==> src/rtl/cmc_ram.sv <==
// Generic simple dual-port RAM with registered read.
// One write port, one read port; no dependencies.
module cmc_ram #(
  parameter int unsigned WIDTH = 8,
  parameter int unsigned DEPTH = 16,
  parameter int unsigned AW    = (DEPTH > 1) ? $clog2(DEPTH) : 1
) (
  input  logic             clk_i,
  input  logic             we_i,
  input  logic [AW-1:0]    waddr_i,
  input  logic [WIDTH-1:0] wdata_i,
  input  logic             re_i,
  input  logic [AW-1:0]    raddr_i,
  output logic [WIDTH-1:0] rdata_o
);

  logic [WIDTH-1:0] mem_q [DEPTH];
  logic [WIDTH-1:0] rdata_q;

  always_ff @(posedge clk_i) begin
    if (we_i) begin
      mem_q[waddr_i] <= wdata_i;
    end
    if (re_i) begin
      rdata_q <= mem_q[raddr_i];
    end
  end

  assign rdata_o = rdata_q;

endmodule

==> config.mk <==
export PLATFORM = sky130hd
export DESIGN_NAME = cmc_ram
export DESIGN_NICKNAME = d
export VERILOG_FILES = /design/src/rtl/cmc_ram.sv
export SDC_FILE = /design/constraint.sdc
export NUM_CORES = 1
export LEC_CHECK = 0
export ABC_AREA = 1
export BUFFER_PORTS_ARGS = -buffer_cell sky130_fd_sc_hd__buf_2
export CAP_MARGIN = 20
export CORE_ASPECT_RATIO = 0.75
export CORE_UTILIZATION = 40
export CTS_BUF_LIST = sky130_fd_sc_hd__clkbuf_8
export CTS_CLUSTER_SIZE = 16
export DETAILED_ROUTE_END_ITERATION = 10
export HOLD_SLACK_MARGIN = 0.02
export PLACE_DENSITY_LB_ADDON = 0.15
export SETUP_SLACK_MARGIN = 0.1
export SYNTH_ARGS = -nofsm -noshare
export SYNTH_HDL_FRONTEND = slang
export SYNTH_SLANG_ARGS = --single-unit
==> constraint.sdc <==
create_clock -name clk_i -period 2.8 [get_ports clk_i]
set_input_delay 0.42 -clock clk_i [delete_from_list [all_inputs] [get_ports clk_i]]
set_output_delay 0.42 -clock clk_i [all_outputs]
set_load 0.01 [all_outputs]
==> flow_metrics.tcl <==
set metrics [dict create \
    status "finished clean" \
    cts_tree "done" \
    crit_start "raddr_i[0]" \
    ctsRootBufferMaster "clkbuf_8" \
    post-route-period-util 0.555 \
    globalRouteMet3Util 0.0478 \
    end_kind "flip-flop" \
    synth_top_cells_by_area "edfxtp_1 (70%), nand2_1 (11%), nand3_1 (8.3%)" \
    grt_use_total 0.207 \
    synth_fp_nets 570 \
    top_usage_layer "met1" \
    async_flop_share 0 \
    wl_per_cell_um 18.3 \
    utilization 0.465 \
    clk_pin_slew_ns 0.08 \
    diodes 0 \
    io_pins 27 \
    reg2reg_depth 6 \
    clk-insertion-delay-late_ns 0.45 \
    synthCells 551 \
    setup_tns_ns 0 \
    core_um2 14000 \
    cp_data_arrival_time_ns 1.75 \
    drv.max_cap_violation_count 0 \
    worst_setup_path_start_kind "input pin" \
    ys.flop_type "edfxtp_1" \
    io_buffers 26 \
    synthTopCellsByCount "nand2_1 (173), edfxtp_1 (136), inv_1 (100)" \
    drt_first_pass_iters 4 \
    leakagePower_uw 0.00276 \
    synth_cell_types 11 \
    initial_core_util 0.418 \
    syn_area_per_cell_um2 10.6 \
    drtIter0Drc 328 \
    fmax_mhz 643 \
    ys_seq_area_frac 0.698 \
    grt_use_met2 0.274 \
    netlist_area_um2 5850 \
    p_sw_uw 997 \
    swShare 0.236 \
    postCtsSetupBuffers 0 \
    rows 37 \
    cts_made_buffers 17 \
    min_period_ns 1.55 \
    antenna_found_initial 0 \
    die_height_um 107 \
    ys_ff_latch 136 \
    worst_setup_path_endpoint "rdata_o[3]" \
    hold_viol 0 \
    detail-route-antenna-nets 0 \
    clockPowerShare 0.389 \
    worst_ep_required_time_ns 2.99 \
    slew_viol_final 0 \
    place.gp.congestion 0.862 \
    cp_max_fo 30 \
    hold_class "in -> reg" \
    crit_type "in -> reg" \
    gr-total-overflow 0 \
    htree_levels 4 \
    die_area_um2 15100 \
    area_growth_pct 11.1 \
    wl_um 14400 \
    p_comb_frac 0.066 \
    cts_resized 0 \
    cts.path.max_buffers 2 \
    r2r_setup_slack_ns 1.60 \
    setup_viol 0 \
    die_w_um 142 \
    vias_per_cell 4.88 \
    synth.top_cell.area_share 0.698 \
    skew_ns 0.0107 \
    grt_util_met1 0.325 \
    yosysTopAreaCell "edfxtp_1" \
    drive_above_1_share 0.107 \
    p_int_uw 3230 \
    worstReg2RegEnd "rdata_o[4]" \
    grt_max_degree 65 \
    vias 3836 \
    grt_pass1_wl_um 22200 \
    cts_sinks 136 \
    pwr_density_cell_nw_per_um2 650 \
    fin_nets 597 \
    ir_drop_mv 0.328 \
    yosysMostFrequentCell "nand2_1" \
    rsz0062_at_grt "no" \
    dpl.hpwl_um 9250 \
    yosysWarningCount 0 \
    seqPwrFrac 0.545 \
    synth_enable_flop_cells 136 \
    reg2reg_from "mem_q[10][4]" \
    drcViolationCount 0 \
    first_global_vias 3667 \
    maxSlewHeadroom 0.414 \
    cts.hold.buffers_added 0 \
    worstMarginPinSlew_ns 0.875 \
]
## cells in the final DEF, fill, tap and decap left out, drive strengths merged
cell	n
clkinv	8
inv	103
clkinvlp	3
nand3b	2
nand2	173
nand3	97
clkbuf	17
bufinv	3
buf	32
nor2	17
edfxtp	136
## how the worst min path moves through the flow
stage,start,endpoint,slack [ns],cells past startpoint
floorplan,wdata_i[0],mem_q[0][0],0.52,0
global placement,mem_q[12][5],rdata_o[5],0.75,6
detailed placement,mem_q[12][5],rdata_o[5],0.76,6
CTS,re_i,rdata_o[7],0.32,1
global route,re_i,rdata_o[7],0.32,1
finish,re_i,rdata_o[7],0.34,1
## metal layers
metal / part of all wire / vias up / wire [um]
met5: 0 / - / 0
met4: 0.012 / 0 / 178
met3: 0.055 / 14 / 786
met2: 0.40 / 116 / 5770
met1: 0.53 / 1876 / 7690
li1: - / 1830 / -
## power groups by stage
stage / clock [uW] / sequential [uW] / combinational, uW
CTS: 1660 / 2300 / 279
global placement: 0 / 2350 / 277
detailed placement: 0 / 2350 / 278
finish: 1640 / 2300 / 278
global route: 1740 / 2310 / 308
floorplan: 0 / 2350 / 161
## worst max-delay path: stages
cell and delay [ns]:
buf_2 0.11, inv_2 0.39, buf_4 0.32, nand2_1 0.07, nand3_1 0.07, nand3_1 0.15
nand3_1 0.13, nand2_1 0.07
## cells by family after synthesis
group	Yosys count	synth area share
flip-flops	136	0.698
AND/OR/NAND/NOR	289	0.208
buffers and inverters	126	0.0939
## metrics by stage
| stage | hold WS (ns) | worst slack (ns) | cells | power [uW] | instance area [um^2] |
|---|---|---|---|---|---|
| finish | 0.340 | 1.25 | 786 | 4220 | 6490 |
| global route | 0.316 | 1.13 | 786 | 4350 | 6490 |
| CTS | 0.319 | 1.26 | 786 | 4250 | 6490 |
| detailed placement | 0.760 | 0.776 | 754 | 2630 | 6100 |
| global placement | 0.754 | 0.815 | 754 | 2630 | 6100 |
| floorplan | 0.519 | 1.43 | 551 | 2510 | 5850 |
## registers in the layout (all words and copies together), names as in the netlist
signal	cells
rdata_o	8
mem_q	128
## layout make-up
cell class / count / area, um^2
fill: 1357 / 7490
timing repair buffer: 32 / 175
clock buffer: 17 / 234
inverter: 102 / 383
tap: 195 / 244
sequential: 136 / 4080
clock inverter: 15 / 161
multi-input combinational: 289 / 1210
No activity file was read; power rests on OpenSTA's default activity.
