### src/rtl/cmc_div.sv
// Four-lane restoring divider, one quotient bit per lane per cycle.
// Divides the block sums by the block area; depends on nothing but its ports.
module cmc_div #(
  parameter int unsigned SUM_W  = 26,
  parameter int unsigned AREA_W = 10
) (
  input  logic                   clk_i,
  input  logic                   rst_ni,
  input  logic                   start_i,
  input  logic [3:0][SUM_W-1:0]  num_i,
  input  logic [AREA_W-1:0]      den_i,
  output logic                   done_o,
  output logic [3:0][SUM_W-1:0]  quot_o
);

  localparam int unsigned CNT_W = $clog2(SUM_W + 1);

  logic                  busy_q, done_q;
  logic [CNT_W-1:0]      cnt_q;
  logic [3:0][SUM_W-1:0] num_q;
  logic [3:0][AREA_W-1:0] rem_q;
  logic [3:0][AREA_W:0]  trial;
  logic [3:0]            ge;

  always_comb begin
    for (int k = 0; k < 4; k++) begin
      trial[k] = {rem_q[k], num_q[k][SUM_W-1]};
      ge[k]    = (trial[k] >= {1'b0, den_i});
    end
  end

  always_ff @(posedge clk_i or negedge rst_ni) begin
    if (!rst_ni) begin
      busy_q <= 1'b0;
      done_q <= 1'b0;
      cnt_q  <= '0;
    end else begin
      done_q <= 1'b0;
      if (start_i) begin
        busy_q <= 1'b1;
        cnt_q  <= '0;
      end else if (busy_q) begin
        cnt_q <= cnt_q + CNT_W'(1);
        if (cnt_q == CNT_W'(SUM_W - 1)) begin
          busy_q <= 1'b0;
          done_q <= 1'b1;
        end
      end
    end
  end

  always_ff @(posedge clk_i) begin
    if (start_i) begin
      num_q <= num_i;
      rem_q <= '0;
    end else if (busy_q) begin
      for (int k = 0; k < 4; k++) begin
        rem_q[k] <= ge[k] ? AREA_W'(trial[k] - {1'b0, den_i}) : trial[k][AREA_W-1:0];
        num_q[k] <= {num_q[k][SUM_W-2:0], ge[k]};
      end
    end
  end

  assign done_o = done_q;
  assign quot_o = num_q;

endmodule

### config.mk
export PLATFORM = sky130hd
export DESIGN_NAME = cmc_div
export DESIGN_NICKNAME = d
export VERILOG_FILES = /design/src/rtl/cmc_div.sv
export SDC_FILE = /design/constraint.sdc
export NUM_CORES = 1
export LEC_CHECK = 0
export ABC_AREA = 1
export BUFFER_PORTS_ARGS = -buffer_cell sky130_fd_sc_hd__buf_4
export CORE_ASPECT_RATIO = 1.2
export CORE_MARGIN = 2
export CORE_UTILIZATION = 46
export CTS_BUF_LIST = sky130_fd_sc_hd__clkbuf_2
export CTS_CLUSTER_DIAMETER = 120
export DETAILED_ROUTE_END_ITERATION = 12
export GPL_ROUTABILITY_DRIVEN = 0
export PLACE_DENSITY_LB_ADDON = 0.25
export SLEW_MARGIN = 5
export SYNTH_ARGS = -nofsm -noshare
export SYNTH_HDL_FRONTEND = slang
export SYNTH_SLANG_ARGS = --single-unit
export TNS_END_PERCENT = 20
### constraint.sdc
create_clock -name clk_i -period 2.2 [get_ports clk_i]
set_input_delay 0.33 -clock clk_i [delete_from_list [all_inputs] [get_ports clk_i]]
set_output_delay 0.33 -clock clk_i [all_outputs]
set_load 0.005 [all_outputs]
==> flow_summary.yaml, run 1 <==
route:
  wl_per_cell_um: 15.07
  vias: 8602
  first_iter_violations: 473
  viasPerCell: 4.955
  ant_nets: 0
  totalWireLength_mm: 26.16
  drcViolationCount: 0
  first_pass_iters: 6
logic_synthesis:
  syn_area_sq_um: 8862
  synth-seq-cells: 151
  synth_common_cells: "539 x nand2_1, 109 x inv_1, 104 x edfxtp_1, 81 x nand3_1, 42 x ha_1"
  synth_edf_count: 104
  yosysTopAreaCell: "edfxtp_1"
  avgSynthCellArea_sq_um: 7.760
  yosysUniqueCellTypes: 40
  synth_warnings: 0
  syn_nets: 1305
  async_flop_share_pct: 4.636
  synthCells: 1142
  yosysTopAreaCellShare_pct: 35.24
  synth_ff_type: "edfxtp_1"
  post-synth-top-count-cell: "nand2_1"
  synth.area.top_cells: "edfxtp_1 35%, nand2_1 23%, dfxtp_1 9.0%, ha_1 5.9%, inv_1 4.6%"
  yosysSeqAreaShare_pct: 46.25
cts:
  postCtsHoldBufs: 107
  cts.path.max_buffers: 2
  root_buffer: "clkbuf_2"
  clk_latency_ns: 0.76
  cts_buffers: 17
  cts_tree: "built"
  cts_resized: 0
  clkTransAtPathRegs_ns: 0.26
  cts.sinks: 151
  htree_levels: 4
  cts_setup_buffers: 0
power:
  swShare_pct: 40.56
  ir_drop_mv: 0.3926
  comb_power_share_pct: 45.5
  power.leakage_nw: 6.280
  power_switching_w: 0.004291
  p_int_w: 0.006287
  clkPwrFrac_pct: 17.1
  seqPwrFrac_pct: 37.4
  power_density_nw_per_um2: 869.8
timing:
  rsz0062_at_grt: "false"
  maxSlewViolCount: 0
  skew_ns: 0.04131
  fin_crit_sh_pct: 89.95
  hold_viol_final: 0
  max_freq_mhz: 505.3
  maxSlewHeadroom_pct: 66.01
  timing.setup.tns_ns: 0
  worst_slack_ns: 0.2212
  setup_violations: 0
  period_needed_ns: 1.979
  worst_slew_pin_slew_ns: 0.5098
critical_path:
  critPathMostFrequentCell: "nand2_1"
  startpoint_type: "flip-flop"
  critPathSlowestCell: "edfxtp_1"
  worstPathCellList: "inv_1 -> ha_1 -> fa_1 -> o21ai_0 -> buf_4 -> nand2_1 -> nand2_1 -> nand2_1 -> nand3_1 -> nand3_1 -> nand2_1"
  cp_slowest_stage_delay_ns: 0.50
  ff2ff_path_depth: 11
  crit_type: "reg2reg"
  cp_num_buf_inv: 2
  worstPathRequired_ns: 2.90
  worstPathArrival_ns: 2.68
  crit_path_end_kind: "flip-flop"
  cp_num_cells: 11
  cp_max_fo: 3
  cp_top_family: "adder cells"
die:
  ios: 222
  die_w_um: 130.7
  core_sq_um: 18860
  row_count: 55
  initial_core_util_pct: 47.00
  die_h_um: 156.1
  die-area_sq_um: 20400
layout:
  nFillCells: 1567
  num-nets-final: 1629
  area_growth_pct: 37.22
  layout-drive-gt1-share_pct: 21.37
  final_cells: 1736
  seqCellArea_sq_um: 4099
  multi_input_area_sq_um: 4139
grt:
  grt-ovfl-total: 0
  grt_antenna_before_repair: 1
  grt_pass1_wl_mm: 41.64
  grt_usage_pct: 26.16
  grt_pass1_vias: 8447
  grt_max_degree: 103
hold_path:
  hp-class: "in2reg"
  holdPathStages: 5
placed_design:
  port_buffers: 221
  dpl.cell_count: 1596
  pre_cts_ws_ns: 0.03502
  dp_hpwl_mm: 17.31
outcome:
  status: "completed"
run:
  maxCapViolations: 0
-- area by class of cell --
class	count	share of cell area, %
diodes	1	0.02058
clock buffers	18	0.7408
clock inverters	14	1.502
inverters	110	3.426
multi-input cells	839	34.04
flip-flops and latches	151	33.71
well taps	256	2.634
repair buffers	347	23.93
-- tightest hold or removal path, cell delays in order --
cell     delay [ns]
buf_4          0.16
fa_1           0.19
nand2_1        0.05
nand3_1        0.06
nand2_1        0.05
-- worst paths after layout --
path | from | end | slack (ns)
setup / recovery | quot_o[25] | rem_q[8] | 0.22
hold / removal | den_i[1] | rem_q[21] | 0.09
setup reg to reg | quot_o[25] | rem_q[8] | 0.22
hold reg to reg | rem_q[19] | rem_q[19] | 0.49
max in group asynchronous | rst_ni | busy_q | 1.42
min in group asynchronous | rst_ni | cnt_q[0] | 0.52
-- power groups by stage --
stage                     registers (W)  clock network (W)  logic [W]
after floorplan                 0.00392                  0    0.00343
after global placement          0.00402                  0    0.00455
after detailed placement        0.00401                  0    0.00462
after CTS                       0.00395            0.00186    0.00479
after global routing            0.00402            0.00198    0.00544
final                           0.00396            0.00181    0.00481
-- routing by layer --
layer  up-vias  routed length (um)  GRT usage (%)
li1       4306                   -              -
met1      3943               10530          32.04
met2       314               12970          44.62
met3        39                2109          7.407
met4         0                 558          7.801
met5         -                   0              0
-- state kept, by name (all words and copies together), names as in the netlist --
signal,cells
rem_q,40
cnt_q,5
quot_o,104
done_o,1
busy_q,1
-- cell families after synthesis --
logic type / Yosys count / share of synthesized area [%]
and+or+nand+nor: 730 / 35.27
buffers and inverters: 152 / 7.101
DFF: 151 / 46.25
AOI/OAI and AO/OA: 51 / 3.360
adders and majority gates: 46 / 6.833
xor gates and xnor gates: 12 / 1.186
-- cells in the final DEF, fill, tap and decap left out, drive strengths merged, types with 2 or more instances in the layout --
master	instances
ha	42
edfxtp	104
o21ai	23
dlygate4sd3	107
nor2	51
xnor2	7
a21oi	18
buf	240
bufinv	2
or2	4
nand3	91
dfrtp	7
fa	4
a31oi	3
and2	3
clkbuf	18
inv	118
a21o	2
o21bai	4
dfxtp	40
nand3b	13
nand2	548
xor2	5
nand4	16
clkinv	4
nor3	4
-- metrics by stage --
step	util, %	area [sq um]	total power (W)	hold slack [ns]
after floorplan	-	8865	0.007348	0.03441
after global placement	57.35	10810	0.008561	0.1476
after detailed placement	57.35	10810	0.008626	0.1491
after CTS	64.48	12160	0.01061	0.02265
after global routing	64.49	12160	0.01144	0.06140
final	64.49	12160	0.01058	0.09439
(Power assumes the default switching activity.)
==> inputs of run 2 (changes only) <==
--- a/config.mk
+++ b/config.mk
@@ -13,7 +13,6 @@
 export CTS_BUF_LIST = sky130_fd_sc_hd__clkbuf_2
 export CTS_CLUSTER_DIAMETER = 120
 export DETAILED_ROUTE_END_ITERATION = 12
-export GPL_ROUTABILITY_DRIVEN = 0
 export PLACE_DENSITY_LB_ADDON = 0.25
 export SLEW_MARGIN = 5
 export SYNTH_ARGS = -nofsm -noshare
==> constraint.sdc (replaced) <==
create_clock -name clk_i -period 1.95 [get_ports clk_i]
set_input_delay 0.2925 -clock clk_i [delete_from_list [all_inputs] [get_ports clk_i]]
set_output_delay 0.2925 -clock clk_i [all_outputs]
set_load 0.005 [all_outputs]
==> run 2 against run 1 <==
  * Sequential share of layout area fell by 1.1 points
  * Critical path depth did not move
  * Highest routed layer unchanged
  * Largest power group unchanged
  * Maximum frequency grew 6.3%
  * Utilization increased by 2.2 points
  * Register-to-register slack worse by 0.13 ns
  * Sequential power grew 13%
  * Die area is the same
  * Critical path type unchanged
==> flow_summary.yaml, run 2 (synthesis gave the netlist of run 1 again) <==
hold_path:
  hp-class: "in2reg"
  holdCritStartpoint: "start_i"
timing:
  worst_slew_pin_slew_ns: 0.7727
  setup_violations: 0
  skew_ns: 0.06092
  max_freq_mhz: 537.2
  rsz0062_at_grt: "false"
  period_needed_ns: 1.861
  holdWs_ns: 0.07856
  hold_viol_final: 0
  maxSlewViolCount: 0
  maxSlewHeadroom_pct: 48.48
  worst_slack_ns: 0.08859
  fin_crit_sh_pct: 95.46
placed_design:
  pre_cts_ws_ns: -0.1133
  place_area_sq_um: 11160
  routabilityCongestion: 0.8692
  dp_hpwl_mm: 18.04
  dpl.cell_count: 1637
  port_buffers: 221
die:
  die_h_um: 156.1
  die-area_sq_um: 20400
  ios: 222
  die_w_um: 130.7
  row_count: 55
  core_sq_um: 18860
  initial_core_util_pct: 47.00
route:
  totalWireLength_mm: 26.77
  ant_nets: 0
  drcViolationCount: 0
  viasPerCell: 4.942
  first_iter_violations: 493
  wl_per_cell_um: 15.00
  vias: 8822
  first_pass_iters: 5
critical_path:
  crit_type: "reg2reg"
  worstPathRequired_ns: 2.65
  startpoint_type: "flip-flop"
  crit_path_end_kind: "flip-flop"
  worstPathArrival_ns: 2.56
  cp_max_fo: 3
  worstSetupStartpoint: "quot_o[51]"
  timing.rr.start: "quot_o[51]"
cts:
  root_buffer: "clkbuf_2"
  cts.sinks: 151
  clk_latency_ns: 0.75
  cts_buffers: 17
  cts.path.max_buffers: 2
  htree_levels: 4
  cts_tree: "built"
  clkTransAtPathRegs_ns: 0.25
power:
  power_switching_w: 0.004945
  power_density_nw_per_um2: 986.8
  ir_drop_mv: 0.4534
  seqPwrFrac_pct: 36.1
  swShare_pct: 39.82
  power.leakage_nw: 6.519
  p_int_w: 0.007473
  clkPwrFrac_pct: 16.1
  comb_power_share_pct: 47.8
layout:
  layout_common_cells: "537 x nand2_1, 281 x buf_4, 108 x inv_1, 108 x dlygate4sd3_1, 104 x edfxtp_1"
  largest_register_ffs: 104
  layout-drive-gt1-share_pct: 24.43
  nFillCells: 1515
  num-nets-final: 1677
  area_growth_pct: 42.00
  final_cells: 1785
  final_common_cell: "nand2_1"
  stdcell_area_sq_um: 12580
grt:
  grt_max_degree: 75
  grt-ovfl-total: 0
  grt_pass1_vias: 8653
  grt_antenna_before_repair: 1
  grt_pass1_wl_mm: 42.34
  grt_usage_pct: 26.54
outcome:
  status: "completed"
run:
  maxCapViolations: 0
run 2: cell count changes in the layout (fill, tap and decap cells not counted), sizes merged:
| cell | change |
|---|---|
| buf | +47 |
| clkinvlp | +2 |
| inv | -2 |
| diode | +1 |
| dlygate4sd3 | +1 |
run 2: final timing paths:
check | slack [ns] | end | cells after the start
max | 0.09 | rem_q[18] | 11
min | 0.08 | rem_q[31] | 5
max reg2reg | 0.09 | rem_q[18] | 11
min reg2reg | 0.48 | cnt_q[4] | 1
max in group asynchronous | 1.17 | done_o | 3
min in group asynchronous | 0.48 | cnt_q[1] | 3
run 2: metrics by stage:
stage	setup TNS [ns]	total power [W]	utilization, %
after detailed placement	-2.516	0.01015	59.18
after CTS	0	0.01235	66.35
after global routing	0	0.01337	66.74
after global placement	-1.397	0.01005	59.18
after floorplan	0	0.008291	-
final	0	0.01242	66.74
run 2: critical path: stages (launching register included):
cell      delay, ns
edfxtp_1       0.40
inv_1          0.08
ha_1           0.21
fa_1           0.42
o21ai_1        0.17
buf_4          0.15
nand2_1        0.07
nand2_1        0.07
nand2_1        0.05
nand3_1        0.07
nand3_1        0.08
nand2_1        0.07
run 2: metal layers:
metal / routed length [um] / up-vias / track usage (%)
met5: 0 / - / 0
met4: 757 / 0 / 9.574
met3: 1977 / 52 / 7.373
met2: 13380 / 325 / 45.56
met1: 10650 / 4043 / 31.61
li1: - / 4402 / -
run 2: area by class of cell:
class                   instances  area, sq um  area share [%]
clock inverters                14        180.2           1.432
diodes                          2        5.005         0.03977
well taps                     256        320.3           2.545
repair buffers                395         3311           26.31
multi-input cells             839         4154           33.01
clock buffers                  18        90.09          0.7158
flip-flops and latches        151         4108           32.64
inverters                     110        416.7           3.311
run 2: power by group through the flow:
stage               Clock [W]  Sequential, W  Combinational, W
CTS                   0.00206        0.00447           0.00582
global placement            0        0.00453           0.00553
detailed placement          0        0.00452           0.00563
global route          0.00219        0.00455           0.00663
floorplan                   0        0.00442           0.00387
finish                0.00200        0.00448           0.00593
run 2: timing repair:
| action | in CTS | in global routing |
|---|---|---|
| hold endpoints to repair | 115 | 0 |
| setup buffers | 0 | 6 |
| hold buffers | 108 | 0 |
| endpoints found under the setup margin | 0 | 31 |
| gates resized for setup | 0 | 15 |
==> inputs of run 3 (changes only) <==
--- a/config.mk
+++ b/config.mk
@@ -7,7 +7,6 @@
 export LEC_CHECK = 0
 export ABC_AREA = 1
 export BUFFER_PORTS_ARGS = -buffer_cell sky130_fd_sc_hd__buf_4
-export CORE_ASPECT_RATIO = 1.2
 export CORE_MARGIN = 2
 export CORE_UTILIZATION = 46
 export CTS_BUF_LIST = sky130_fd_sc_hd__clkbuf_2
==> run 3 against run 2 <==
  * Critical path depth fell by 1
  * Clock power increased by 7%
  * Sequential share of layout area down 0.29 points
  * Utilization rose by 0.66 points
  * Hold slack gained 0.049 ns
  * Clock skew is 0.023 ns lower
  * Critical path type unchanged
  * Critical endpoint is now rem_q[38]
==> flow_summary.yaml, run 3 (synthesis gave the netlist of run 1 again) <==
outcome:
  status: "completed"
die:
  row_count: 50
  die_h_um: 142.8
  initial_core_util_pct: 47.06
  core_sq_um: 18830
  die_w_um: 142.8
  ios: 222
  die-area_sq_um: 20390
route:
  wl_per_cell_um: 14.99
  first_pass_iters: 7
  ant_nets: 0
  viasPerCell: 4.934
  first_iter_violations: 474
  vias: 8876
  drcViolationCount: 0
  totalWireLength_mm: 26.97
timing:
  maxSlewHeadroom_pct: 68.04
  skew_ns: 0.03812
  period_needed_ns: 1.846
  maxSlewViolCount: 0
  setup_violations: 0
  holdWs_ns: 0.1279
  worst_slew_pin_slew_ns: 0.4794
  max_freq_mhz: 541.7
  fin_crit_sh_pct: 94.66
  hold_viol_final: 0
critical_path:
  crit_type: "reg2reg"
  crit_path_end_kind: "flip-flop"
  cp_max_fo: 3
  startpoint_type: "flip-flop"
  worstPathRequired_ns: 2.61
  worstPathArrival_ns: 2.50
placed_design:
  dp_hpwl_mm: 18.06
  port_buffers: 221
  dpl.cell_count: 1654
  place_area_sq_um: 11260
  routabilityCongestion: 0.8841
hold_path:
  hp-class: "in2reg"
layout:
  final_common_cell: "nand2_1"
  nFillCells: 1475
  final_util_pct: 67.40
  largest_register_ffs: 104
  layout-drive-gt1-share_pct: 25.11
  area_growth_pct: 43.22
  num-nets-final: 1687
  stdcell_area_sq_um: 12690
  final_cells: 1799
  layout_common_cells: "539 x nand2_1, 290 x buf_4, 107 x inv_1, 107 x dlygate4sd3_1, 104 x edfxtp_1"
cts:
  cts.path.max_buffers: 2
  root_buffer: "clkbuf_2"
  cts_buffers: 17
  clk_latency_ns: 0.76
  htree_levels: 4
  cts.sinks: 151
  clkTransAtPathRegs_ns: 0.24
  cts_tree: "built"
power:
  ir_drop_mv: 0.5741
  finalPower_w: 0.01266
  power.leakage_nw: 6.581
  power_density_nw_per_um2: 997.4
run:
  maxCapViolations: 0
grt:
  grt_pass1_vias: 8735
  grt-ovfl-total: 0
  grt_pass1_wl_mm: 42.91
  grt_max_degree: 102
  grt_antenna_before_repair: 1
  grt_usage_pct: 26.71
-- run 3: cell count changes in the layout (fill, tap and decap cells not counted), moves of 2 or more --
| cell | before | now |
|---|---|---|
| inv_6 | 3 | 5 |
| clkinv_4 | 2 | 0 |
| ha_1 | 42 | 40 |
| nand2_2 | 7 | 5 |
| buf_6 | 0 | 2 |
| nand2_1 | 537 | 539 |
| buf_4 | 281 | 290 |
| ha_2 | 0 | 2 |
-- run 3: cell type report --
cell class | count | area [sq um] | area share, %
well taps | 260 | 325.3 | 2.563
diodes | 2 | 5.005 | 0.03943
repair buffers | 405 | 3391 | 26.72
flip-flops and latches | 151 | 4106 | 32.35
inverters | 110 | 416.7 | 3.283
clock inverters | 15 | 202.7 | 1.597
clock buffers | 17 | 85.08 | 0.6703
multi-input cells | 839 | 4160 | 32.78
-- run 3: power breakdown --
group | internal [W] | switching (W)
combinational | 0.00288 | 0.00317
sequential | 0.00404 | 0.000432
clock | 0.000782 | 0.00136
-- run 3: through the flow --
stage          setup TNS (ns)  worst slack, ns
6_report                    0           0.1041
5_1_grt              -0.01887         -0.01887
3_5_place_dp           -1.442         -0.09101
4_1_cts                     0          0.01225
2_1_floorplan               0           0.1834
3_3_place_gp          -0.6629         -0.05380
-- run 3: layer usage --
layer	share of wire, %	GRT usage (%)
met3	6.8	6.237
met2	48	44.86
met1	42	33.91
met4	2.9	9.276
met5	0	0
-- run 3: critical path, cell delays in order, from the launching register on --
cell	delay [ns]
edfxtp_1	0.40
inv_1	0.07
ha_1	0.23
fa_1	0.42
o21ai_1	0.16
buf_4	0.15
nand2_1	0.07
nand3_1	0.09
nand3_2	0.07
nand3_1	0.07
nand2_1	0.05
-- run 3: repair_timing --
| item | CTS | global route |
|---|---|---|
| endpoints found under the setup margin | 2 | 26 |
| gates resized for setup | 1 | 18 |
| buffers inserted | 0 | 5 |
| hold buffers | 107 | 0 |
| endpoints found under the hold margin | 119 | 0 |
-- run 3: worst paths after layout --
kind	startpoint	endpoint	slack, ns	cells past startpoint
setup reg to reg	quot_o[103]	rem_q[38]	0.10	10
hold / removal	num_i[26]	quot_o[26]	0.13	3
hold reg to reg	cnt_q[4]	cnt_q[4]	0.48	1
min in group asynchronous	rst_ni	cnt_q[4]	0.44	3
max in group asynchronous	rst_ni	cnt_q[3]	1.24	3
setup / recovery	quot_o[103]	rem_q[38]	0.10	10
