$ cat config.mk
export PLATFORM = sky130hd
export DESIGN_NAME = cmc_geom
export DESIGN_NICKNAME = d
export VERILOG_FILES = /design/src/rtl/cmc_pkg.sv /design/src/rtl/cmc_geom.sv
export SDC_FILE = /design/constraint.sdc
export NUM_CORES = 1
export LEC_CHECK = 0
export BUFFER_PORTS_ARGS = -buffer_cell sky130_fd_sc_hd__buf_2
export CORE_MARGIN = 4
export CORE_UTILIZATION = 55
export DETAILED_ROUTE_END_ITERATION = 8
export PLACE_DENSITY = 0.73
export SYNTH_ARGS = -nofsm -noshare
export SYNTH_HDL_FRONTEND = slang
export SYNTH_SLANG_ARGS = --single-unit
$ cat constraint.sdc
create_clock -name clk_i -period 32.3 [get_ports clk_i]
set_input_delay 1.615 -clock clk_i [delete_from_list [all_inputs] [get_ports clk_i]]
set_output_delay 1.615 -clock clk_i [all_outputs]
set_load 0.1 [all_outputs]
$ cat src/rtl/cmc_pkg.sv
// Package for the circular mosaic censor core.
// Holds field widths, register and operation codes, shared types and helpers.
// No dependencies.
package cmc_pkg;

  localparam int unsigned HUE_W   = 15;
  localparam int unsigned CH_W    = 16;
  localparam int unsigned PIX_W   = HUE_W + 3 * CH_W;
  localparam int unsigned POS_W   = 8;
  localparam int unsigned HUE_LSB = 0;
  localparam int unsigned SAT_LSB = HUE_LSB + HUE_W;
  localparam int unsigned LUM_LSB = SAT_LSB + CH_W;
  localparam int unsigned ALP_LSB = LUM_LSB + CH_W;

  localparam int unsigned IN_DATA_W  = 80;
  localparam int unsigned OUT_DATA_W = 64;

  localparam int unsigned CFG_IDX_W  = 3;
  localparam int unsigned CFG_DATA_W = 9;

  localparam logic [CFG_IDX_W-1:0] CFG_BLOCK_WIDTH = 3'd0;
  localparam logic [CFG_IDX_W-1:0] CFG_CENTER_X    = 3'd1;
  localparam logic [CFG_IDX_W-1:0] CFG_CENTER_Y    = 3'd2;
  localparam logic [CFG_IDX_W-1:0] CFG_RADIUS      = 3'd3;

  localparam logic OP_WRITE = 1'b0;
  localparam logic OP_READ  = 1'b1;

  localparam int unsigned DEF_FRAME_WIDTH  = 256;
  localparam int unsigned DEF_FRAME_HEIGHT = 256;
  localparam int unsigned DEF_MAX_BLOCK    = 16;

  typedef struct packed {
    logic [4:0] block_width;
    logic [7:0] center_x;
    logic [7:0] center_y;
    logic [8:0] radius;
  } cmc_cfg_t;

  typedef struct packed {
    logic             done;
    logic             censor;
    logic [POS_W-1:0] bx;
    logic [POS_W-1:0] by;
  } cmc_geom_t;

  function automatic logic [15:0] clamp_coord(logic [15:0] v, logic [15:0] lim);
    return (v >= lim) ? (lim - 16'd1) : v;
  endfunction

  function automatic logic [POS_W-1:0] abs_diff(logic [POS_W-1:0] a, logic [POS_W-1:0] b);
    return (a > b) ? (a - b) : (b - a);
  endfunction

endpackage

$ cat src/rtl/cmc_geom.sv
// Block-corner and circle tests for the mosaic censor.
// Serial remainder for block alignment, then one shared multiplier for the squares.
// Depends on cmc_pkg.
module cmc_geom #(
  parameter int unsigned BW_W = 5
) (
  input  logic                   clk_i,
  input  logic                   rst_ni,
  input  logic                   start_i,
  input  logic [7:0]             px_i,
  input  logic [7:0]             py_i,
  input  logic [BW_W-1:0]        bw_i,
  input  cmc_pkg::cmc_cfg_t      cfg_i,
  output cmc_pkg::cmc_geom_t     geom_o
);
  import cmc_pkg::*;

  localparam logic [1:0] G_IDLE = 2'd0;
  localparam logic [1:0] G_DIV  = 2'd1;
  localparam logic [1:0] G_MUL  = 2'd2;
  localparam logic [1:0] G_FIN  = 2'd3;

  logic [1:0]       state_q, state_d;
  logic [3:0]       cnt_q, cnt_d;
  logic [7:0]       px_q, py_q;
  logic [BW_W-1:0]  rem_q, rx_q, ry_q, rem_next;
  logic [19:0]      dblk_q, reach2_q, dpix_q, r2_q;
  logic             bit_sel, ge;
  logic [BW_W:0]    trial;
  logic [7:0]       bx, by;
  logic [9:0]       op, reach;
  logic [19:0]      prod;

  assign bit_sel  = cnt_q[3] ? py_q[3'd7 - cnt_q[2:0]] : px_q[3'd7 - cnt_q[2:0]];
  assign trial    = {rem_q, bit_sel};
  assign ge       = (trial >= {1'b0, bw_i});
  assign rem_next = ge ? BW_W'(trial - {1'b0, bw_i}) : trial[BW_W-1:0];

  assign bx    = px_q - 8'(rx_q);
  assign by    = py_q - 8'(ry_q);
  assign reach = 10'(cfg_i.radius) + 10'({bw_i, 1'b0});

  always_comb begin
    unique case (cnt_q[2:0])
      3'd0:    op = 10'(abs_diff(bx, cfg_i.center_x));
      3'd1:    op = 10'(abs_diff(by, cfg_i.center_y));
      3'd2:    op = reach;
      3'd3:    op = 10'(abs_diff(px_q, cfg_i.center_x));
      3'd4:    op = 10'(abs_diff(py_q, cfg_i.center_y));
      default: op = 10'(cfg_i.radius);
    endcase
  end

  assign prod = 20'(op) * 20'(op);

  always_comb begin
    state_d = state_q;
    cnt_d   = cnt_q;
    unique case (state_q)
      G_IDLE: begin
        if (start_i) begin
          state_d = G_DIV;
          cnt_d   = 4'd0;
        end
      end
      G_DIV: begin
        cnt_d = cnt_q + 4'd1;
        if (cnt_q == 4'd15) begin
          state_d = G_MUL;
          cnt_d   = 4'd0;
        end
      end
      G_MUL: begin
        cnt_d = cnt_q + 4'd1;
        if (cnt_q == 4'd5) begin
          state_d = G_FIN;
        end
      end
      default: state_d = G_IDLE;
    endcase
  end

  always_ff @(posedge clk_i or negedge rst_ni) begin
    if (!rst_ni) begin
      state_q <= G_IDLE;
      cnt_q   <= 4'd0;
    end else begin
      state_q <= state_d;
      cnt_q   <= cnt_d;
    end
  end

  always_ff @(posedge clk_i) begin
    if (state_q == G_IDLE && start_i) begin
      px_q   <= px_i;
      py_q   <= py_i;
      rem_q  <= '0;
      dblk_q <= '0;
      dpix_q <= '0;
    end
    if (state_q == G_DIV) begin
      rem_q <= (cnt_q[2:0] == 3'd7) ? '0 : rem_next;
      if (cnt_q == 4'd7) begin
        rx_q <= rem_next;
      end
      if (cnt_q == 4'd15) begin
        ry_q <= rem_next;
      end
    end
    if (state_q == G_MUL) begin
      unique case (cnt_q[2:0])
        3'd0, 3'd1: dblk_q   <= dblk_q + prod;
        3'd2:       reach2_q <= prod;
        3'd3, 3'd4: dpix_q   <= dpix_q + prod;
        default:    r2_q     <= prod;
      endcase
    end
  end

  assign geom_o.done   = (state_q == G_FIN);
  assign geom_o.censor = (dblk_q <= reach2_q) && (dpix_q <= r2_q);
  assign geom_o.bx     = bx;
  assign geom_o.by     = by;

endmodule

==> flow_summary.toml, run 1 <==
[sta]
setup_ws_ns = 19.66
fin_crit_sh_pct = 39.1
finClkSkew_ns = 0.0168
hold_viol_final = 0
timing.fmax_mhz = 79.1
period_minus_slack_ns = 12.64
worst_pin_slew_ns = 1.07
drv_slew = 0
rsz0062_at_grt = "no"
setup_violations = 0
slew_headroom_pct = 27.6
tns_ns = 0

[synth]
ys_ff_latch = 115
synth_flop_cell = "edfxtp_1"
synth_async_sr_flop_share_pct = 5.22
synth_nets = 1751
synth_warnings = 0
synth_enable_flop_cells = 69
yosysSeqAreaShare_pct = 23.3
synthCells = 1424
synth_cell_types = 86
syn_avg_cell_area_um2 = 9.10
syn-cell-area_um2 = 13000

[critical_path]
slowest_delay_ns = 0.85
path_common_cell = "o21ai_0"
crit_buf_inv = 6
worst_ep_required_time_ns = 32.65
end_kind = "flip-flop"
rr_startpoint = "px_q[0]"
reg2reg_to = "dpix_q[19]"
r2r_cells = 50
critPathKind = "reg -> reg"
cp_max_fo = 11
crit_arrival_ns = 12.99
reg2reg_slack_ns = 19.66
crit_family = "compound AO/OA/AOI/OAI gates"
setup.worst_path.start_class = "flip-flop"
slowest_stage = "o31ai_2"

[min_path]
holdPathEnd = "dpix_q[19]"
hp-class = "reg -> reg"
min_from = "dpix_q[19]"
min_path_cells = 1

[layout]
syn2layout_area_growth_pct = 9.18
finish.net_count = 1810
diodes = 0
n_fill_cell = 1923
fin_util_pct = 61.7
drive_above_1_share_pct = 10.2
multi_input_area_um2 = 9040
seq_area_um2 = 3020

[die]
core_area_um2 = 22900
initial_core_util_pct = 56.5
die_w_um = 161
die_y_um = 161
dieArea_um2 = 26100
rows = 55
boundaryPins = 72

[route]
drcViolationCount = 0
vias = 10300
firstDrtPassIters = 5
drt_wl_total_um = 30600
drtAntennaViolNets = 0
routedWlPerCell_um = 16.9
drt_iter0_drc = 753
vias_per_cell = 5.70

[clock_network]
post_cts_buffers = 0
cts-resized-gates = 0
hold_buffers = 0
cts_htree_levels = 4
worstSkewPairLatency_ns = 0.43
cts_tree = "built"
cts_root_buf = "clkbuf_16"
cts_sinks = 115
clk_path_buf_depth = 2
numCtsBuffers = 17
clkTransAtPathRegs_ns = 0.06

[global_route]
grt-ovfl-total = 0
top_usage_layer = "met2"
grt_use_met2_pct = 38.5
grt.met3_usage_pct = 3.22
antenna_found_initial = 0
track_usage_pct = 23.6
grt_max_degree = 40
grt_pass1_vias = 10100
grt_use_met1_pct = 32.9
grt_pass1_wl_um = 49800

[run]
maxCapViolations = 0

[place]
gp_congestion = 0.934
hpwl_um = 24400
io_buffer_count = 66
post-place-ws_ns = 19.87

[run_status]
status = "finished, final reports clean"
## through the flow
| stage | cell area (um^2) | hold WS [ns] | std cells |
|---|---|---|---|
| final | 14100 | 0.490 | 1809 |
| after global routing | 14100 | 0.511 | 1809 |
| after CTS | 14100 | 0.491 | 1809 |
| after detailed placement | 13600 | 0.472 | 1777 |
| after global placement | 13600 | 0.463 | 1777 |
| after floorplan | 13000 | 0.434 | 1424 |
## how the worst max path moves through the flow
stage / to / slack, ns / start / depth (start not counted)
after floorplan: dpix_q[19] / 20.33 / px_q[0] / 50
after global placement: dpix_q[19] / 20.04 / px_q[0] / 50
after detailed placement: dpix_q[19] / 19.87 / px_q[0] / 50
after CTS: dpix_q[19] / 19.79 / px_q[0] / 50
after global routing: dpix_q[19] / 18.63 / px_q[0] / 50
final: dpix_q[19] / 19.66 / px_q[0] / 50
## synth_stat cells (all sizes together) (10+ instances only)
cell | number | area share [%]
clkbuf | 26 | 0.75
nand2b | 19 | 0.92
o21bai | 13 | 0.75
mux2i | 29 | 2.2
fa | 58 | 9.0
a31oi | 17 | 1.0
nand2 | 85 | 2.5
edfxtp | 69 | 16
xor2 | 28 | 1.9
a21o | 43 | 2.5
mux2 | 11 | 1.0
a21oi | 80 | 3.1
o21a | 10 | 0.58
dfxtp | 40 | 6.2
nor2 | 75 | 2.2
inv | 203 | 5.9
ha | 215 | 21
o21ai | 88 | 3.5
nor2b | 29 | 1.4
nand4 | 18 | 0.87
nor3 | 17 | 0.66
xnor2 | 60 | 4.1
nand3 | 60 | 2.3
## layout by cell type, fill, tap and decap left out, types with 19 or more instances in the layout
cell type    n
a21o_1      42
a21oi_1     79
buf_2       66
dfxtp_1     40
edfxtp_1    69
fa_1        58
ha_1       215
inv_1      201
mux2i_1     29
nand2_1     84
nand2b_1    19
nand3_1     60
nor2_1      75
nor2b_1     29
o21ai_0     83
xnor2_1     60
xor2_1      28
## flip-flops by register name, indices dropped and copies added (netlist names)
name	count
cnt_q	4
dblk_q	20
dpix_q	20
px_q	8
py_q	8
r2_q	19
reach2_q	19
rem_q	5
rx_q	5
ry_q	5
state_q	2
## kinds of logic after synthesis
group	after synthesis	share of synthesized area, %
AO/OA/AOI/OAI	322	16.7
multiplexers	45	4.15
buffers and inverters	234	6.96
XOR/XNOR	88	5.95
AND/OR/NAND/NOR	347	13.2
flip-flops	115	23.3
adder cells (fa/ha/maj)	273	29.7
## per-layer routing
layer	part of all wire (%)	wire (um)
met5	0	0
met1	47	14300
met2	45	13900
met4	2.6	790
met3	5.3	1630
## final cells by class
class	count	share of cell area, %
clock buffer	20	3.23
tap	313	2.77
multi-input combinational	1075	63.9
clock inverter	12	0.725
sequential	115	21.4
timing repair buffer	71	2.60
inverter	203	5.40
Power of run 1 is not shown: default switching activity piles up to over one toggle a cycle in this logic, so the estimate is an artifact.
==> run 2, diff against run 1 <==
--- a/config.mk
+++ b/config.mk
@@ -5,11 +5,12 @@
 export SDC_FILE = /design/constraint.sdc
 export NUM_CORES = 1
 export LEC_CHECK = 0
+export ABC_AREA = 1
 export BUFFER_PORTS_ARGS = -buffer_cell sky130_fd_sc_hd__buf_2
 export CORE_MARGIN = 4
 export CORE_UTILIZATION = 55
 export DETAILED_ROUTE_END_ITERATION = 8
-export PLACE_DENSITY = 0.73
+export PLACE_DENSITY = 0.76
 export SYNTH_ARGS = -nofsm -noshare
 export SYNTH_HDL_FRONTEND = slang
 export SYNTH_SLANG_ARGS = --single-unit
==> constraint.sdc (replaced) <==
create_clock -name clk_i -period 10.5 [get_ports clk_i]
set_input_delay 0.525 -clock clk_i [delete_from_list [all_inputs] [get_ports clk_i]]
set_output_delay 0.525 -clock clk_i [all_outputs]
set_load 0.1 [all_outputs]
==> run 2 against run 1 <==
Design area up 6.9%. Die area up 5.1%. Setup slack worse by 19 ns. Register-to-register slack worse by 19 ns. Utilization up 0.28 points. Sequential share of layout area down 1.4 points. Synthesized area up 5.3%. Critical endpoint is now dblk_q[19]. Highest routed layer unchanged.
==> flow_summary.toml, run 2 <==
[route]
met1_length_um = 16700
top_layer = "met4"
firstDrtPassIters = 5
drtAntennaViolNets = 0
routedWlPerCell_um = 17.1
drt_iter0_drc = 1049
route.met3.wl_um = 2070
drt_wl_total_um = 38100
drcViolationCount = 0
vias_per_cell = 5.63
wl_met2_um = 18300
vias = 12500

[synth]
ys_ff_latch = 115
synth_nets = 2135
synth_cell_types = 59
synthTopCellsByCount = "nand2_1 (352), inv_1 (297), ha_1 (215), a21oi_1 (150), nor2_1 (113)"
synthCells = 1808
syn_avg_cell_area_um2 = 7.55
synth_flop_cell = "edfxtp_1"
yosysSeqAreaShare_pct = 22.2
synth.most_common_cell = "nand2_1"
synth_top_cell_by_area = "ha_1"
synth_enable_flop_cells = 69
syn-cell-area_um2 = 13600
synth_warnings = 0
synthTopCellsByArea = "ha_1 (20%), edfxtp_1 (15%), nand2_1 (9.7%), fa_1 (8.5%), inv_1 (8.2%)"
synth_top_area_share_pct = 19.7
synth_async_sr_flop_share_pct = 5.22

[die]
initial_core_util_pct = 55.9
die_w_um = 166
core_area_um2 = 24400
dieArea_um2 = 27400
rows = 57
die_y_um = 166
boundaryPins = 72

[sta]
hold_viol_final = 0
worst_pin_slew_ns = 1.07
timing.fmax_mhz = 101
period_minus_slack_ns = 9.92
setup_violations = 0
fin_crit_sh_pct = 94.5
slew_headroom_pct = 28.5
drv_slew = 0
finClkSkew_ns = 0.0139
setup_ws_ns = 0.579

[run_status]
status = "finished, final reports clean"

[clock_network]
numCtsBuffers = 17
worstSkewPairLatency_ns = 0.43
clk_path_buf_depth = 2
cts_sinks = 115
cts_root_buf = "clkbuf_16"
cts_htree_levels = 4
cts_tree = "built"
clkTransAtPathRegs_ns = 0.07

[layout]
final_common_cell = "nand2_1"
stdcell_count = 2227
finish.net_count = 2217
final_cell_area_um2 = 15100
drive_above_1_share_pct = 10.7
syn2layout_area_growth_pct = 10.8
diodes = 0
largest_registers = "dblk_q (20), dpix_q (20)"
final_cell_mix = "nand2_1 (351), inv_1 (296), ha_1 (212), a21oi_1 (149), nor2_1 (113)"

[critical_path]
cp_max_fo = 8
slowest_stage = "fa_1"
setup.worst_path.start_class = "flip-flop"
end_kind = "flip-flop"
crit_arrival_ns = 10.23
critPathKind = "reg -> reg"
slowest_delay_ns = 0.58
worst_ep_required_time_ns = 10.81
path_common_cell = "nand2_1"

[place]
dpl_cell_area_um2 = 14400
hpwl_um = 30700
gp_congestion = 0.943
io_buffer_count = 66
post-place-ws_ns = 0.373
dp_cells = 2189

[global_route]
grt_pass1_wl_um = 61600
grt_pass1_vias = 12300
antenna_found_initial = 0
grt_max_degree = 36
grt-ovfl-total = 0
track_usage_pct = 28.7

[min_path]
hp-class = "in -> reg"

[run]
maxCapViolations = 0
[run 2: changes by cell type after synthesis, sizes merged, moves of 34 or more]
cell,change
nor2,+46
inv,+113
a21o,-34
xnor2,-39
a21oi,+71
nand2,+286
nand3,+51
[run 2: what timing repair did]
action                                  4_1_cts  5_1_grt
gates resized for setup                       0       18
endpoints found under the setup margin        0        7
hold endpoints to repair                      6        0
hold buffers                                  1        0
buffers inserted                              0        5
[run 2: stage by stage]
step | utilization [%] | hold slack, ns | setup TNS [ns]
finish | 62.0 | 0.264 | 0
global route | 62.0 | 0.244 | -0.0208
CTS | 61.6 | 0.251 | 0
detailed placement | 59.0 | 0.367 | 0
global placement | 59.0 | 0.370 | 0
floorplan | - | 0.229 | 0
[run 2: cells by family after synthesis]
logic type                 after synthesis  share of synthesized area (%)
xor gates and xnor gates                64                           4.11
DFF                                    115                           22.2
adders and majority gates              273                           28.2
and+or+nand+nor                        675                           21.6
buffers and inverters                  340                           9.64
AOI/OAI and AO/OA                      341                           14.2
[run 2: path summary, 6_finish.rpt]
| path | startpoint | endpoint | slack, ns | cells after the start |
|---|---|---|---|---|
| setup / recovery | px_q[0] | dblk_q[19] | 0.58 | 53 |
| hold / removal | py_i[5] | py_q[5] | 0.26 | 1 |
| setup reg to reg | px_q[0] | dblk_q[19] | 0.58 | 53 |
| hold reg to reg | dpix_q[7] | dpix_q[7] | 0.50 | 2 |
| max in group asynchronous | rst_ni | cnt_q[1] | 9.87 | 2 |
| min in group asynchronous | rst_ni | cnt_q[0] | 0.46 | 2 |
[run 2: critical path, delay by kind of cell (launching register included)]
kind	cells	cell delay (ns)
fa+ha+maj	10	4.17
xor+xnor	3	0.53
compound gates	11	1.68
buf+inv	9	0.79
simple gates	20	2.18
flops	1	0.45
[run 2: final cells by class]
class                      count  area (um^2)
sequential                   115         3020
clock inverter                15          194
fill                        2189         9270
tap                          324          405
multi-input combinational   1353         9390
clock buffer                  17          425
timing repair buffer          85          488
inverter                     318         1200
[run 2: metal layers]
metal	vias to the layer above	GRT usage, %
li1	6160	-
met1	5849	37.6
met2	438	49.1
met3	80	4.02
met4	0	8.96
met5	-	0
Power of run 2 is left out for the same reason.
==> run 3, diff against run 2 <==
--- a/config.mk
+++ b/config.mk
@@ -10,6 +10,7 @@
 export CORE_MARGIN = 4
 export CORE_UTILIZATION = 55
 export DETAILED_ROUTE_END_ITERATION = 8
+export GPL_TIMING_DRIVEN = 0
 export PLACE_DENSITY = 0.76
 export SYNTH_ARGS = -nofsm -noshare
 export SYNTH_HDL_FRONTEND = slang
==> run 3 against run 2 <==
Cell count up 0.99%. Global-route usage fell by 0.48 points. Wire length hardly changed. Register-to-register slack lost 0.16 ns. Via count is 0.38% higher. Clock skew up 0.0015 ns. Sequential share of layout area is 0.24 points lower. First-iteration DRC count down 13%. Setup slack worse by 0.16 ns. Fmax is 1.5% lower. Critical path type unchanged. Highest routed layer unchanged.
==> flow_summary.toml, run 3 (synthesis gave the netlist of run 2 again) <==
[sta]
hold_viol_final = 0
finClkSkew_ns = 0.0154
worst_pin_slew_ns = 1.00
timing.fmax_mhz = 99.2
period_minus_slack_ns = 10.08
rsz0062_at_grt = "yes"
tns_ns = 0
setup_violations = 0
drv_slew = 0
fin_crit_sh_pct = 96.0
slew_headroom_pct = 33.1

[run]
maxCapViolations = 0

[place]
gp_congestion = 0.962
io_buffer_count = 66
hpwl_um = 30700
dp_cells = 2202
dpl_cell_area_um2 = 14400

[layout]
finish.net_count = 2237
largest_registers = "dblk_q (20), dpix_q (20)"
drive_above_1_share_pct = 11.9
final_cell_mix = "nand2_1 (350), inv_1 (295), ha_1 (209), a21oi_1 (147), nor2_1 (111)"
multi_input_area_um2 = 9520
final_cell_area_um2 = 15300
stdcell_count = 2249
final_common_cell = "nand2_1"
seq_area_um2 = 3020
syn2layout_area_growth_pct = 12.2
n_fill_cell = 2169

[clock_network]
worstSkewPairLatency_ns = 0.43
numCtsBuffers = 17
cts_tree = "built"
cts_root_buf = "clkbuf_16"
cts_htree_levels = 4
clkTransAtPathRegs_ns = 0.07
cts_sinks = 115
clk_path_buf_depth = 2

[critical_path]
worst_ep_required_time_ns = 10.82
setup.worst_path.start_class = "flip-flop"
cp_max_fo = 8
crit_arrival_ns = 10.40
critPathKind = "reg -> reg"
slowest_delay_ns = 0.56
slowest_stage = "fa_1"
end_kind = "flip-flop"

[global_route]
grt_pass1_wl_um = 60700
grt_pass1_vias = 12300
grt-ovfl-total = 0
track_usage_pct = 28.2
grt_max_degree = 24
antenna_found_initial = 3

[route]
vias_per_cell = 5.59
drt_wl_total_um = 38100
vias = 12600
drtAntennaViolNets = 0
firstDrtPassIters = 8
routedWlPerCell_um = 16.9
drcViolationCount = 0
drt_iter0_drc = 909

[die]
initial_core_util_pct = 55.9
core_area_um2 = 24400
dieArea_um2 = 27400
boundaryPins = 72
die_y_um = 166
rows = 57
die_w_um = 166

[min_path]
hp-class = "in -> reg"

[run_status]
status = "finished, final reports clean"
## run 3: cell count changes in the layout (fill, tap and decap cells not counted), sizes merged
cell,change
buf,+8
bufinv,-3
clkbuf,+14
clkinv,+1
clkinvlp,-1
diode,+2
inv,+1
## run 3: cell type report
cell class,instances,share of cell area (%)
clock inverter,13,0.736
timing repair buffer,83,3.04
buffer,22,0.752
inverter,318,7.84
antenna,2,0.0327
tap,324,2.65
clock buffer,19,3.03
multi-input combinational,1353,62.2
sequential,115,19.7
## run 3: metal layers
layer	vias up	routed length (um)	track usage, %
li1	6193	-	-
met1	5877	16500	37.0
met2	434	17400	46.4
met3	70	3100	5.93
met4	0	1120	9.41
met5	-	0	0
## run 3: worst max-delay path, delay by kind of cell, from the launching register on
| family | cells | cell delay, ns |
|---|---|---|
| simple gates | 13 | 1.42 |
| compound gates | 16 | 2.75 |
| flops | 1 | 0.53 |
| fa+ha+maj | 9 | 3.93 |
| buf+inv | 6 | 0.46 |
| xor+xnor | 3 | 0.85 |
## run 3: worst paths after layout
kind,to,depth (start not counted),slack (ns),start
max,dblk_q[19],47,0.42,py_q[1]
min,py_q[6],1,0.27,py_i[6]
max reg2reg,dblk_q[19],47,0.42,py_q[1]
min reg2reg,dpix_q[7],2,0.50,dpix_q[7]
max in group asynchronous,cnt_q[3],2,9.84,rst_ni
min in group asynchronous,state_q[0],2,0.50,rst_ni
## run 3: stage by stage
step	utilization, %	hold slack (ns)	worst slack, ns
after floorplan	-	0.229	0.303
after CTS	61.8	0.263	0.00627
after global routing	62.8	0.261	-0.117
after global placement	59.0	0.358	-0.305
after detailed placement	59.2	0.364	-0.559
final	62.8	0.270	0.424
## run 3: what timing repair did
| action | in CTS | in global routing |
|---|---|---|
| resized for setup | 9 | 29 |
| endpoints found under the hold margin | 6 | 0 |
| cloned | 0 | 0 |
| pin swaps | 3 | 5 |
| setup buffers | 2 | 10 |
| setup endpoints to repair | 10 | 16 |
| hold buffers | 1 | 0 |
Power of run 3 is left out for the same reason.
